[src/rtl/core/symmetric_fir_line_filter_mirror_edges_assert.svh]
// ----------------------------------------------------------------------------
// Assertion macros shared by the line filter RTL.
// Both expect clk_i and rst_ni in scope of the module that uses them.
// ----------------------------------------------------------------------------
`ifndef SYMMETRIC_FIR_LINE_FILTER_MIRROR_EDGES_ASSERT_SVH
`define SYMMETRIC_FIR_LINE_FILTER_MIRROR_EDGES_ASSERT_SVH

// Same-cycle implication: whenever ante holds, cons must hold too.
`define SFIR_ASSERT(name, ante, cons) \
  name: assert property (@(posedge clk_i) disable iff (!rst_ni) (ante) |-> (cons)) \
    else $error("sfir: same-cycle check failed");

// Next-cycle implication: whenever ante holds, cons must hold in the next cycle.
`define SFIR_ASSERT_NEXT(name, ante, cons) \
  name: assert property (@(posedge clk_i) disable iff (!rst_ni) (ante) |=> (cons)) \
    else $error("sfir: next-cycle check failed");

`endif

[src/rtl/core/sfir_pkg.sv]
// ----------------------------------------------------------------------------
// sfir_pkg
// Shared constants, register codes and types of the symmetric line filter.
// ----------------------------------------------------------------------------
`timescale 1ns / 1ps

package sfir_pkg;

  // Default build parameters.
  localparam int unsigned RADIUS_MAX_DEF  = 3;
  localparam int unsigned SAMPLE_BITS_DEF = 16;

  // Sample history and line position counter.
  localparam int unsigned WIN_DEPTH = 8;
  localparam int unsigned SLOT_BITS = $clog2(WIN_DEPTH);
  localparam int unsigned POS_BITS  = $clog2(WIN_DEPTH) + 1;

  // Unsigned Q1.16 weights, one per tap distance 0..3.
  localparam int unsigned WEIGHT_BITS  = 17;
  localparam int unsigned NUM_WEIGHTS  = 4;
  localparam int unsigned FRAC_BITS    = 16;
  localparam int unsigned ROUND_HALF   = 32768;
  localparam logic [WEIGHT_BITS-1:0] WEIGHT_UNITY = 17'h10000;

  // Configuration port.
  localparam int unsigned CFG_ADDR_BITS = 5;
  localparam int unsigned CFG_DATA_BITS = 32;
  localparam int unsigned CFG_IDX_BITS  = 3;
  localparam int unsigned RADIUS_BITS   = 2;

  typedef enum logic [CFG_IDX_BITS-1:0] {
    CFG_W_CENTER = 3'd0,
    CFG_W_ONE    = 3'd1,
    CFG_W_TWO    = 3'd2,
    CFG_W_THREE  = 3'd3,
    CFG_RADIUS   = 3'd4,
    CFG_MODE     = 3'd5
  } cfg_reg_e;

  // Control that travels along with one beat through the datapath.
  typedef struct packed {
    logic valid;
    logic last;
  } sfir_beat_t;

endpackage

[src/rtl/core/sfir_window.sv]
// ----------------------------------------------------------------------------
// sfir_window
// Sample history, line position, output sequencer and edge folding. While
// en_i is high, each cycle it issues one output position and registers the symmetric tap sums.
// ----------------------------------------------------------------------------
`timescale 1ns / 1ps

`include "symmetric_fir_line_filter_mirror_edges_assert.svh"

module sfir_window #(
  parameter int unsigned RADIUS_MAX  = sfir_pkg::RADIUS_MAX_DEF,
  parameter int unsigned SAMPLE_BITS = sfir_pkg::SAMPLE_BITS_DEF
) (
  input  logic                                   clk_i,
  input  logic                                   rst_ni,
  input  logic                                   en_i,
  input  logic                                   in_valid_i,
  output logic                                   in_ready_o,
  input  logic [SAMPLE_BITS-1:0]                 in_sample_i,
  input  logic                                   in_eol_i,
  input  logic [sfir_pkg::RADIUS_BITS-1:0]       radius_i,
  input  logic                                   mirror_neg_i,
  output sfir_pkg::sfir_beat_t                   beat_o,
  output logic signed [SAMPLE_BITS+1:0]          term_o [RADIUS_MAX+1]
);

  localparam int unsigned TW  = SAMPLE_BITS + 2;
  localparam int unsigned SB1 = SAMPLE_BITS + 1;
  localparam int unsigned PB  = sfir_pkg::POS_BITS;
  localparam int unsigned NB  = sfir_pkg::SLOT_BITS;

  // Sample history, newest in slot zero, and samples seen in this line.
  logic [SAMPLE_BITS-1:0] win_q [sfir_pkg::WIN_DEPTH];
  logic [PB-1:0]          pos_q, pos_d;

  // Issue stage: output positions iss_n_q..iss_end_q of the current item.
  logic          iss_valid_q, iss_valid_d;
  logic [NB-1:0] iss_n_q, iss_n_d;
  logic [NB-1:0] iss_end_q, iss_end_d;
  logic [PB-1:0] iss_c_q, iss_c_d;
  logic          iss_eol_q, iss_eol_d;

  logic          accept;
  logic          iss_done;
  logic [PB-1:0] c_new;
  logic [PB-1:0] r_ext;

  sfir_pkg::sfir_beat_t           beat_q, beat_d;
  logic signed [TW-1:0]           term_q [RADIUS_MAX+1];
  logic signed [TW-1:0]           term_d [RADIUS_MAX+1];

  // Map a line index to a history slot. While the line runs only the left
  // edge mirrors; at the line end the mirroring repeats with period 2*c.
  function automatic logic [NB:0] fold(input logic signed [4:0] idx,
                                       input logic [PB-1:0]     cnt,
                                       input logic              at_end);
    int   ii;
    int   per;
    int   cn;
    logic neg;
    ii  = int'(idx);
    cn  = int'(cnt);
    per = 2 * cn;
    neg = 1'b0;
    if (!at_end) begin
      if (ii < 0) begin
        ii  = -ii - 1;
        neg = 1'b1;
      end
    end else begin
      for (int k = 0; k < 2; k++) begin
        if (ii < 0) ii = ii + per;
      end
      for (int k = 0; k < 5; k++) begin
        if (ii >= per) ii = ii - per;
      end
      if (ii >= cn) begin
        ii  = per - 1 - ii;
        neg = 1'b1;
      end
    end
    return {neg, NB'(cn - 1 - ii)};
  endfunction

  // Fetch a folded sample, negated for mirrored copies in Dirichlet mode.
  function automatic logic signed [SB1-1:0] pick(input logic [NB:0] f);
    logic signed [SB1-1:0] v;
    v = SB1'($signed(win_q[f[NB-1:0]]));
    if (f[NB] && mirror_neg_i) v = -v;
    return v;
  endfunction

  assign iss_done   = !iss_valid_q || (iss_n_q == iss_end_q);
  assign in_ready_o = en_i && iss_done;
  assign accept     = in_valid_i && in_ready_o;
  assign r_ext      = PB'(radius_i);
  assign c_new      = (pos_q == PB'(sfir_pkg::WIN_DEPTH)) ? pos_q : pos_q + 1'b1;

  // Sequencer: step through owed outputs, load a new item when done.
  always_comb begin
    iss_valid_d = iss_valid_q;
    iss_n_d     = iss_n_q;
    iss_end_d   = iss_end_q;
    iss_c_d     = iss_c_q;
    iss_eol_d   = iss_eol_q;
    pos_d       = pos_q;
    if (en_i) begin
      if (!iss_done) begin
        iss_n_d = iss_n_q + 1'b1;
      end else if (accept) begin
        iss_c_d   = c_new;
        iss_eol_d = in_eol_i;
        iss_end_d = NB'(c_new - 1'b1);
        if (in_eol_i) begin
          // Flush the rest of the line, at most radius+1 outputs.
          iss_valid_d = 1'b1;
          iss_n_d     = (c_new > r_ext + 1'b1) ? NB'(c_new - 1'b1 - r_ext) : '0;
          pos_d       = '0;
        end else begin
          iss_valid_d = (c_new > r_ext);
          iss_n_d     = NB'(c_new - 1'b1 - r_ext);
          iss_end_d   = NB'(c_new - 1'b1 - r_ext);
          pos_d       = c_new;
        end
      end else begin
        iss_valid_d = 1'b0;
      end
    end
  end

  // Gather and pre-add the symmetric taps of the issued position.
  always_comb begin
    logic signed [4:0] ctr;
    ctr         = $signed({2'b00, iss_n_q});
    beat_d      = beat_q;
    beat_d.valid = iss_valid_q;
    beat_d.last  = iss_eol_q && (iss_n_q == iss_end_q);
    for (int p = 0; p <= RADIUS_MAX; p++) begin
      if (p == 0) begin
        term_d[p] = TW'(pick(fold(ctr, iss_c_q, iss_eol_q)));
      end else if (p <= int'(radius_i)) begin
        term_d[p] = TW'(pick(fold(ctr + 5'(p), iss_c_q, iss_eol_q)))
                  + TW'(pick(fold(ctr - 5'(p), iss_c_q, iss_eol_q)));
      end else begin
        term_d[p] = '0;
      end
    end
  end

  // Control state.
  always_ff @(posedge clk_i or negedge rst_ni) begin
    if (!rst_ni) begin
      pos_q       <= '0;
      iss_valid_q <= 1'b0;
      iss_n_q     <= '0;
      iss_end_q   <= '0;
      iss_c_q     <= '0;
      iss_eol_q   <= 1'b0;
      beat_q      <= '0;
    end else begin
      pos_q       <= pos_d;
      iss_valid_q <= iss_valid_d;
      iss_n_q     <= iss_n_d;
      iss_end_q   <= iss_end_d;
      iss_c_q     <= iss_c_d;
      iss_eol_q   <= iss_eol_d;
      if (en_i) beat_q <= beat_d;
    end
  end

  // Sample history shifts on every accepted beat.
  always_ff @(posedge clk_i or negedge rst_ni) begin
    if (!rst_ni) begin
      for (int i = 0; i < int'(sfir_pkg::WIN_DEPTH); i++) win_q[i] <= '0;
    end else if (accept) begin
      win_q[0] <= in_sample_i;
      for (int i = 1; i < int'(sfir_pkg::WIN_DEPTH); i++) win_q[i] <= win_q[i-1];
    end
  end

  // Tap sums are payload and carry no reset.
  always_ff @(posedge clk_i) begin
    if (en_i) begin
      for (int p = 0; p <= RADIUS_MAX; p++) term_q[p] <= term_d[p];
    end
  end

  assign beat_o = beat_q;
  assign term_o = term_q;

  `SFIR_ASSERT_NEXT(a_eol_clears_pos, accept && in_eol_i, pos_q == '0)
  `SFIR_ASSERT(a_iss_order, iss_valid_q, iss_n_q <= iss_end_q)
  `SFIR_ASSERT(a_iss_in_line, iss_valid_q, {1'b0, iss_end_q} < iss_c_q)
  `SFIR_ASSERT(a_no_accept_mid_flush, iss_valid_q && (iss_n_q != iss_end_q), !in_ready_o)

endmodule

[src/rtl/core/sfir_mac.sv]
// ----------------------------------------------------------------------------
// sfir_mac
// Weights the tap sums, adds them up, rounds to nearest and saturates.
// Ends in the output register that drives the result stream.
// ----------------------------------------------------------------------------
`timescale 1ns / 1ps

module sfir_mac #(
  parameter int unsigned RADIUS_MAX  = sfir_pkg::RADIUS_MAX_DEF,
  parameter int unsigned SAMPLE_BITS = sfir_pkg::SAMPLE_BITS_DEF
) (
  input  logic                                 clk_i,
  input  logic                                 rst_ni,
  input  logic                                 en_i,
  input  sfir_pkg::sfir_beat_t                 beat_i,
  input  logic signed [SAMPLE_BITS+1:0]        term_i [RADIUS_MAX+1],
  input  logic [sfir_pkg::WEIGHT_BITS-1:0]     weight_i [sfir_pkg::NUM_WEIGHTS],
  output logic                                 out_valid_o,
  output logic                                 out_last_o,
  output logic [SAMPLE_BITS-1:0]               out_sample_o
);

  localparam int unsigned TW = SAMPLE_BITS + 2;
  localparam int unsigned PW = TW + sfir_pkg::WEIGHT_BITS + 1;
  localparam int unsigned AW = PW + 2;
  localparam int unsigned FB = sfir_pkg::FRAC_BITS;
  localparam int unsigned QW = AW - FB;
  localparam logic signed [QW-1:0] QHI = {{(QW-SAMPLE_BITS+1){1'b0}}, {(SAMPLE_BITS-1){1'b1}}};
  localparam logic signed [QW-1:0] QLO = ~QHI;

  sfir_pkg::sfir_beat_t   beat_q;
  logic signed [PW-1:0]   prod_q [RADIUS_MAX+1];
  logic signed [AW-1:0]   acc;
  logic signed [QW-1:0]   quo;
  logic [SAMPLE_BITS-1:0] sat;

  logic                   o_valid_q;
  logic                   o_last_q;
  logic [SAMPLE_BITS-1:0] o_sample_q;

  // One multiplier per tap distance, registered.
  always_ff @(posedge clk_i) begin
    if (en_i) begin
      for (int p = 0; p <= RADIUS_MAX; p++) begin
        prod_q[p] <= $signed({1'b0, weight_i[p]}) * term_i[p];
      end
    end
  end

  // Sum, add one half, floor-shift and clamp to the sample range.
  always_comb begin
    acc = AW'($signed(sfir_pkg::ROUND_HALF));
    for (int p = 0; p <= RADIUS_MAX; p++) acc = acc + AW'(prod_q[p]);
    quo = acc[AW-1:FB];
    if (quo > QHI) begin
      sat = QHI[SAMPLE_BITS-1:0];
    end else if (quo < QLO) begin
      sat = QLO[SAMPLE_BITS-1:0];
    end else begin
      sat = quo[SAMPLE_BITS-1:0];
    end
  end

  // Beat control and output register.
  always_ff @(posedge clk_i or negedge rst_ni) begin
    if (!rst_ni) begin
      beat_q    <= '0;
      o_valid_q <= 1'b0;
      o_last_q  <= 1'b0;
    end else if (en_i) begin
      beat_q    <= beat_i;
      o_valid_q <= beat_q.valid;
      o_last_q  <= beat_q.last;
    end
  end

  always_ff @(posedge clk_i) begin
    if (en_i) o_sample_q <= sat;
  end

  assign out_valid_o  = o_valid_q;
  assign out_last_o   = o_last_q;
  assign out_sample_o = o_sample_q;

endmodule

[src/rtl/core/symmetric_fir_line_filter_mirror_edges.sv]
// ----------------------------------------------------------------------------
// symmetric_fir_line_filter_mirror_edges
// Symmetric FIR smoother over one image line with mirrored line edges.
// Path: an accepted input beat passes the issue registers, the tap sum register,
// the product register and the output register before its first result
// appears on the master side; further flush beats follow one per cycle while the master side is ready.
// Throughput: one sample per cycle while the master side is ready; a line-end
// sample owes up to radius+1 results and holds the slave side while they issue.
// Reset clears the pipeline, history and line position and loads the default
// weights (unity center), radius one and plain mirroring.
// ----------------------------------------------------------------------------
`timescale 1ns / 1ps

module symmetric_fir_line_filter_mirror_edges #(
  parameter int unsigned RADIUS_MAX  = sfir_pkg::RADIUS_MAX_DEF,
  parameter int unsigned SAMPLE_BITS = sfir_pkg::SAMPLE_BITS_DEF
) (
  input  logic                                  clk_i,
  input  logic                                  rst_ni,
  // Slave stream. tdata: sample_in, padded with zeros to whole bytes.
  input  logic                                  s_axis_tvalid,
  output logic                                  s_axis_tready,
  input  logic [((SAMPLE_BITS+7)/8)*8-1:0]      s_axis_tdata,
  input  logic                                  s_axis_tlast,
  // Master stream. tdata: sample_out, padded with zeros to whole bytes.
  output logic                                  m_axis_tvalid,
  input  logic                                  m_axis_tready,
  output logic [((SAMPLE_BITS+7)/8)*8-1:0]      m_axis_tdata,
  output logic                                  m_axis_tlast,
  // Configuration port.
  input  logic                                  psel,
  input  logic                                  penable,
  input  logic                                  pwrite,
  input  logic [sfir_pkg::CFG_ADDR_BITS-1:0]    paddr,
  input  logic [sfir_pkg::CFG_DATA_BITS-1:0]    pwdata,
  output logic [sfir_pkg::CFG_DATA_BITS-1:0]    prdata,
  output logic                                  pready
);

  localparam int unsigned DW = ((SAMPLE_BITS + 7) / 8) * 8;
  localparam int unsigned WB = sfir_pkg::WEIGHT_BITS;
  localparam int unsigned RB = sfir_pkg::RADIUS_BITS;

  // Configuration registers.
  logic [WB-1:0] weight_q [sfir_pkg::NUM_WEIGHTS];
  logic [RB-1:0] radius_q;
  logic          mode_q;
  logic          cfg_write;
  logic [RB-1:0] radius_eff;
  sfir_pkg::cfg_reg_e cfg_sel;

  logic                         en;
  sfir_pkg::sfir_beat_t         beat;
  logic signed [SAMPLE_BITS+1:0] term [RADIUS_MAX+1];
  logic                         out_valid;
  logic                         out_last;
  logic [SAMPLE_BITS-1:0]       out_sample;

  assign pready    = 1'b1;
  assign cfg_write = psel && penable && pwrite && pready;
  assign cfg_sel   = sfir_pkg::cfg_reg_e'(paddr[sfir_pkg::CFG_ADDR_BITS-1:2]);

  // Register writes.
  always_ff @(posedge clk_i or negedge rst_ni) begin
    if (!rst_ni) begin
      weight_q[0] <= sfir_pkg::WEIGHT_UNITY;
      for (int i = 1; i < int'(sfir_pkg::NUM_WEIGHTS); i++) weight_q[i] <= '0;
      radius_q <= RB'(1);
      mode_q   <= 1'b0;
    end else if (cfg_write) begin
      unique case (cfg_sel)
        sfir_pkg::CFG_W_CENTER: weight_q[0] <= pwdata[WB-1:0];
        sfir_pkg::CFG_W_ONE:    weight_q[1] <= pwdata[WB-1:0];
        sfir_pkg::CFG_W_TWO:    weight_q[2] <= pwdata[WB-1:0];
        sfir_pkg::CFG_W_THREE:  weight_q[3] <= pwdata[WB-1:0];
        sfir_pkg::CFG_RADIUS:   radius_q    <= pwdata[RB-1:0];
        sfir_pkg::CFG_MODE:     mode_q      <= pwdata[0];
        default: ;
      endcase
    end
  end

  // Register reads.
  always_comb begin
    prdata = '0;
    unique case (cfg_sel)
      sfir_pkg::CFG_W_CENTER: prdata = sfir_pkg::CFG_DATA_BITS'(weight_q[0]);
      sfir_pkg::CFG_W_ONE:    prdata = sfir_pkg::CFG_DATA_BITS'(weight_q[1]);
      sfir_pkg::CFG_W_TWO:    prdata = sfir_pkg::CFG_DATA_BITS'(weight_q[2]);
      sfir_pkg::CFG_W_THREE:  prdata = sfir_pkg::CFG_DATA_BITS'(weight_q[3]);
      sfir_pkg::CFG_RADIUS:   prdata = sfir_pkg::CFG_DATA_BITS'(radius_q);
      sfir_pkg::CFG_MODE:     prdata = sfir_pkg::CFG_DATA_BITS'(mode_q);
      default:                prdata = '0;
    endcase
  end

  // A radius of zero acts as one; anything above the build limit is clamped.
  always_comb begin
    if (radius_q == '0) begin
      radius_eff = RB'(1);
    end else if (int'(radius_q) > int'(RADIUS_MAX)) begin
      radius_eff = RB'(RADIUS_MAX);
    end else begin
      radius_eff = radius_q;
    end
  end

  // The whole pipeline moves whenever the output register can take a beat.
  assign en = !out_valid || m_axis_tready;

  sfir_window #(
    .RADIUS_MAX  (RADIUS_MAX),
    .SAMPLE_BITS (SAMPLE_BITS)
  ) u_window (
    .clk_i        (clk_i),
    .rst_ni       (rst_ni),
    .en_i         (en),
    .in_valid_i   (s_axis_tvalid),
    .in_ready_o   (s_axis_tready),
    .in_sample_i  (s_axis_tdata[SAMPLE_BITS-1:0]),
    .in_eol_i     (s_axis_tlast),
    .radius_i     (radius_eff),
    .mirror_neg_i (mode_q),
    .beat_o       (beat),
    .term_o       (term)
  );

  sfir_mac #(
    .RADIUS_MAX  (RADIUS_MAX),
    .SAMPLE_BITS (SAMPLE_BITS)
  ) u_mac (
    .clk_i        (clk_i),
    .rst_ni       (rst_ni),
    .en_i         (en),
    .beat_i       (beat),
    .term_i       (term),
    .weight_i     (weight_q),
    .out_valid_o  (out_valid),
    .out_last_o   (out_last),
    .out_sample_o (out_sample)
  );

  assign m_axis_tvalid = out_valid;
  assign m_axis_tlast  = out_last;
  assign m_axis_tdata  = DW'(out_sample);

endmodule

[config.mk]
export PLATFORM = sky130hd
export DESIGN_NAME = symmetric_fir_line_filter_mirror_edges
export DESIGN_NICKNAME = d
export VERILOG_FILES = /design/src/rtl/core/sfir_pkg.sv /design/src/rtl/core/sfir_window.sv /design/src/rtl/core/sfir_mac.sv /design/src/rtl/core/symmetric_fir_line_filter_mirror_edges.sv
export VERILOG_INCLUDE_DIRS = /design/src /design/src/rtl/core
export SDC_FILE = /design/constraint.sdc
export NUM_CORES = 2
export LEC_CHECK = 0
export ABC_AREA = 0
export CAP_MARGIN = 20
export CORE_MARGIN = 5
export CORE_UTILIZATION = 50
export CTS_BUF_LIST = sky130_fd_sc_hd__clkbuf_16
export CTS_CLUSTER_DIAMETER = 40
export DETAILED_ROUTE_END_ITERATION = 16
export DONT_BUFFER_PORTS = 1
export PLACE_DENSITY_LB_ADDON = 0.08
export SYNTH_ARGS = -nofsm -noshare
export SYNTH_HDL_FRONTEND = slang
export SYNTH_HIERARCHICAL = 1
export SYNTH_SLANG_ARGS = --single-unit
[constraint.sdc]
create_clock -name clk_i -period 37.2 [get_ports clk_i]
set_clock_uncertainty 0.1 [all_clocks]
set_input_delay 7.44 -clock clk_i [delete_from_list [all_inputs] [get_ports clk_i]]
set_output_delay 7.44 -clock clk_i [all_outputs]
set_load 0.02 [all_outputs]
==> impl.org <==
** Placement
- Routability-driven placement finished with a final weighted congestion of 0.916.
- Detailed placement HPWL :: 221 mm
- Port Buffers :: 0
- After detailed placement, the total cell area comes to 95100 um^2.

** Timing
- Dividing the final minimum period by the clock period gives roughly two thirds.
- Final hold violation count :: 0
- Worst-case hold slack :: 0.400 ns
- The max-slew violation total from the final report came to 0.
- Pin slew with the least headroom to its limit :: 1.17 ns
- After routing, the total negative slack on setup checks comes to 0 ns.
- Setup violations remaining at the end of the flow were counted as 0.
- Shortest period the worst path allows :: ~25 ns
- Fmax achieved :: a little over 40 MHz
- Remaining max-slew budget at the tightest pin :: a little over a fifth
- Unrepaired setup endpoints after global routing :: false

** Clock network
- Quantity of gates resized following cts :: 0
- Counting the buffers created by CTS gives 85.
- Buffers inserted to repair hold after CTS numbered 0.
- Number of clock sinks seen by CTS :: roughly 450
- Root buffer selected by CTS :: sky130_fd_sc_hd__clkbuf_16
- The longest clock path from root to sink contains 3 buffers.
- Post-CTS timing repair inserted 0 buffers for setup.
- After clock tree synthesis, the clock-pin slew on the worst setup and hold paths is around 0.05 ns.
- CTS built an H-tree with a depth of 3.
- Clock latency on the worst-skew pair :: 0.71 ns
- TritonCTS built the clock tree.

** GRT
- Met1 usage :: 39.8%
- Global routing used 28.5% of the available tracks across all layers.
- Antenna violations before repair :: 11
- GR Util met3 :: under 10%
- For this run, global-route usage on met2 was measured as 46.5%.
- The global routing stage identified its most utilized layer as met2.
- Maximum number of pins on one net before global-route repair :: about 220
- Global routing finished with a remaining overflow of 0.
- Vias in the first global route :: 74944
- The first global-routing pass estimated between 400 and 500 mm of wire.

** Route
- Initial drt markers :: between 5000 and 6000
- First drt pass iteration count :: 6
- The detailed router placed 73685 vias in this run.
- After detailed routing, the number of vias per cell comes to roughly 5.9.
- Post-DR wirelength/cell :: roughly 22 um
- The count of nets left with antenna violations once routing finished came out at 0.
- Remaining DRCs :: 0
- Total Wirelength :: 277 mm

** Floorplanning
- For this design the top-level I/O count stands at 113.
- Effective utilization at floorplan :: between 50% and 60%
- The floorplan has roughly 160 rows.
- From left edge to right edge, the die measures roughly 440 um.
- The floorplan step defined a die boundary enclosing slightly below 200000 um^2.
- The floorplan step set the die height to between 400 and 500 um.
- Placeable Area :: around 180000 um^2

** Min path
- Hold Path Stages :: 2
- The min-delay analysis places its worst path in the category register to register.

** Synth
- After synthesis, the netlist uses between 100 and 150 different library cells.
- Synthesis produced a netlist whose cell count is between 10000 and 15000.
- In this run the mean area of a mapped cell was between 9 and 10 um^2.
- In this run, synthesis produced a sequential element count of 452.
- Counting flops with an async set or reset pin after synthesis yields a share of approximately 50%.
- During synthesis, Yosys emitted a total of 6 warnings.
- Top_reg_cell synth :: sky130_fd_sc_hd__edfxtp_1
- Number of enable-type register cells in the synthesized netlist :: approximately 230
- Post-synthesis instance area :: ~93000 um^2
- Sequential-to-total area share from yosys stat :: between 10% and 20%

** Setup path
- STA classifies the critical path endpoint as a register.
- Classification of the worst setup path :: register to register
- Highest cell delay on the worst timing path :: 0.85 ns
- Critical-path maximum fanout :: 32
- Data arrival, critical path :: 25.10 ns
- Counting stages on the worst path, the most repeated cell is sky130_fd_sc_hd__ha_1.
- The number of cells on the worst reg-to-reg path is 95.
- STA classifies the critical path startpoint as a register.
- WP data required :: 37.51 ns
- The largest individual stage delay along the critical path comes from the cell sky130_fd_sc_hd__ha_1.

** Layout
- Cells with a size suffix above 1 make up between 9 and 10% of the layout.
- Area grow syn2layout :: 6.05%
- Final net count :: around 12000
- With fillers left out, the area of the finished cells amounts to slightly below 100000 um^2.

** Job
- Max Cap Violations :: 0

** Run status
- The run finished with clean final reports.
==> placed cells by master (no fill, tap or decap), types with 39 or more instances in the layout <==
cell type,synthesis,routed
sky130_fd_sc_hd__inv_1,1563,1568
sky130_fd_sc_hd__fa_1,1084,1084
sky130_fd_sc_hd__nand2_1,891,890
sky130_fd_sc_hd__ha_1,878,871
sky130_fd_sc_hd__and2_1,684,684
sky130_fd_sc_hd__nor2_1,486,484
sky130_fd_sc_hd__a21oi_1,374,374
sky130_fd_sc_hd__o21ai_0,284,283
sky130_fd_sc_hd__mux2_2,281,281
sky130_fd_sc_hd__xnor2_1,258,257
sky130_fd_sc_hd__mux4_2,240,240
sky130_fd_sc_hd__edfxtp_1,231,231
sky130_fd_sc_hd__dfrtp_1,219,215
sky130_fd_sc_hd__nor3_1,180,180
sky130_fd_sc_hd__mux2i_1,162,162
sky130_fd_sc_hd__nand3_1,159,159
sky130_fd_sc_hd__xor2_1,144,144
sky130_fd_sc_hd__nor2b_1,135,135
sky130_fd_sc_hd__a21o_1,128,128
sky130_fd_sc_hd__nand2b_1,128,127
sky130_fd_sc_hd__buf_4,21,126
sky130_fd_sc_hd__clkbuf_16,0,86
sky130_fd_sc_hd__and3_1,74,74
sky130_fd_sc_hd__a211oi_1,75,74
sky130_fd_sc_hd__o211ai_1,68,68
sky130_fd_sc_hd__or3_1,64,64
sky130_fd_sc_hd__a31oi_1,62,62
sky130_fd_sc_hd__o21a_1,61,61
sky130_fd_sc_hd__nand4_1,61,61
sky130_fd_sc_hd__o21ai_1,50,51
sky130_fd_sc_hd__or2_2,50,50
sky130_fd_sc_hd__o31ai_1,46,46
sky130_fd_sc_hd__nor4_1,41,41
sky130_fd_sc_hd__o21bai_1,39,39
==> layer usage <==
| metal | wire, um | share of wire [%] | up-vias |
|---|---|---|---|
| li1 | - | - | 33750 |
| met3 | 17900 | 6.5 | 342 |
| met4 | 8320 | 3.0 | 4 |
| met1 | 122000 | 44 | 37286 |
| met2 | 129000 | 46 | 2303 |
| met5 | 25 | 0.0090 | - |
==> kinds of logic (layout without fill, tap and decap cells) <==
logic type / count (synthesis) / in the layout / synth area share (%)
other: 2 / 24 / 0.00811
AOI/OAI and AO/OA: 1520 / 1520 / 11.0
buffers and inverters: 1967 / 1864 / 8.17
muxes: 685 / 685 / 11.0
DFF: 452 / 452 / 13.5
and+or+nand+nor: 3098 / 3098 / 17.2
adders and majority gates: 1962 / 1962 / 35.3
xor gates and xnor gates: 403 / 403 / 3.83
==> area by class of cell <==
type | instances | area, um^2
antenna | 8 | 20.0
clock buffer | 86 | 2150
clock inverter | 73 | 883
fill | 17033 | 86600
inverter | 1578 | 5920
multi-input combinational | 7684 | 72700
sequential | 452 | 12500
tap | 2480 | 3100
timing repair buffer | 127 | 957
==> sequential cells by signal (all words and copies together) (netlist names) <==
name	count
u_mac/prod_q	144
u_window/win_q	128
u_window/term_o	71
weight_q	68
u_mac/out_sample_o	16
u_window/iss_c_q	4
u_window/pos_q	4
u_window/iss_end_q	3
u_window/iss_n_q	3
radius_q	2
u_mac/beat_q	2
u_window/beat_o	2
mode_q	1
u_mac/out_last_o	1
u_mac/out_valid_o	1
u_window/iss_eol_q	1
u_window/iss_valid_q	1
==> Yosys cell counts (all sizes together), types with 16 or more instances <==
master   instances  area [um^2]
o21ai          339         1720
o21bai          39          293
edfxtp         231         6940
or3             64          400
xor2           144         1260
nand2          893         3360
nand2b         128          801
nand3          160          806
buf             86          500
a21oi          380         1940
a211oi          79          621
o22ai           23          156
o211ai          69          532
a21boi          18          135
mux4           240         5410
ha             878        11000
a41oi           17          168
and3            74          463
nor2           490         1850
and2           689         4310
xnor2          258         2260
fa            1084        21700
inv           1572         5900
a31oi           64          422
o31ai           48          370
nor2b          135          845
a211o           16          140
a21o           128          961
or2             58          363
nor3           183          931
and4            17          149
mux2           283         3190
nand4           61          382
dfrtp          219         5480
o2111ai         20          175
clkbuf         303         1140
a311oi          20          181
nor3b           17          150
mux2i          162         1620
nand3b          21          158
or4             16          120
o21a            61          458
nor4            44          312
==> path summary, 6_finish.rpt <==
check	slack, ns	start	endpoint
max	12.41	u_window/iss_n_q[1]	u_window/term_o[15]
min	0.40	u_window/iss_end_q[1]	u_window/iss_end_q[1]
max reg2reg	12.41	u_window/iss_n_q[1]	u_window/term_o[15]
min reg2reg	0.40	u_window/iss_end_q[1]	u_window/iss_end_q[1]
max in group asynchronous	30.07	rst_ni	weight_q[21]
min in group asynchronous	6.34	rst_ni	u_window/win_q[114]
==> critical path: cells and delay by family (launching register included) <==
| family | cells | cell delay (ns) |
|---|---|---|
| and+or+nand+nor | 30 | 6.00 |
| xor gates and xnor gates | 2 | 0.28 |
| buffers and inverters | 11 | 2.30 |
| DFF | 1 | 0.67 |
| adders and majority gates | 13 | 4.77 |
| muxes | 4 | 1.59 |
| AOI/OAI and AO/OA | 35 | 8.76 |
==> metrics by stage <==
step	util [%]	instances	setup slack [ns]
floorplan	-	10103	14.70
global placement	51.5	12319	13.02
detailed placement	51.5	12320	12.65
CTS	53.1	12479	12.58
global route	53.1	12480	10.35
finish	53.1	12488	12.41
Power is left out: the tool's default activity adds up to more than one toggle a clock period on the data nets, which glitch-free logic cannot reach.
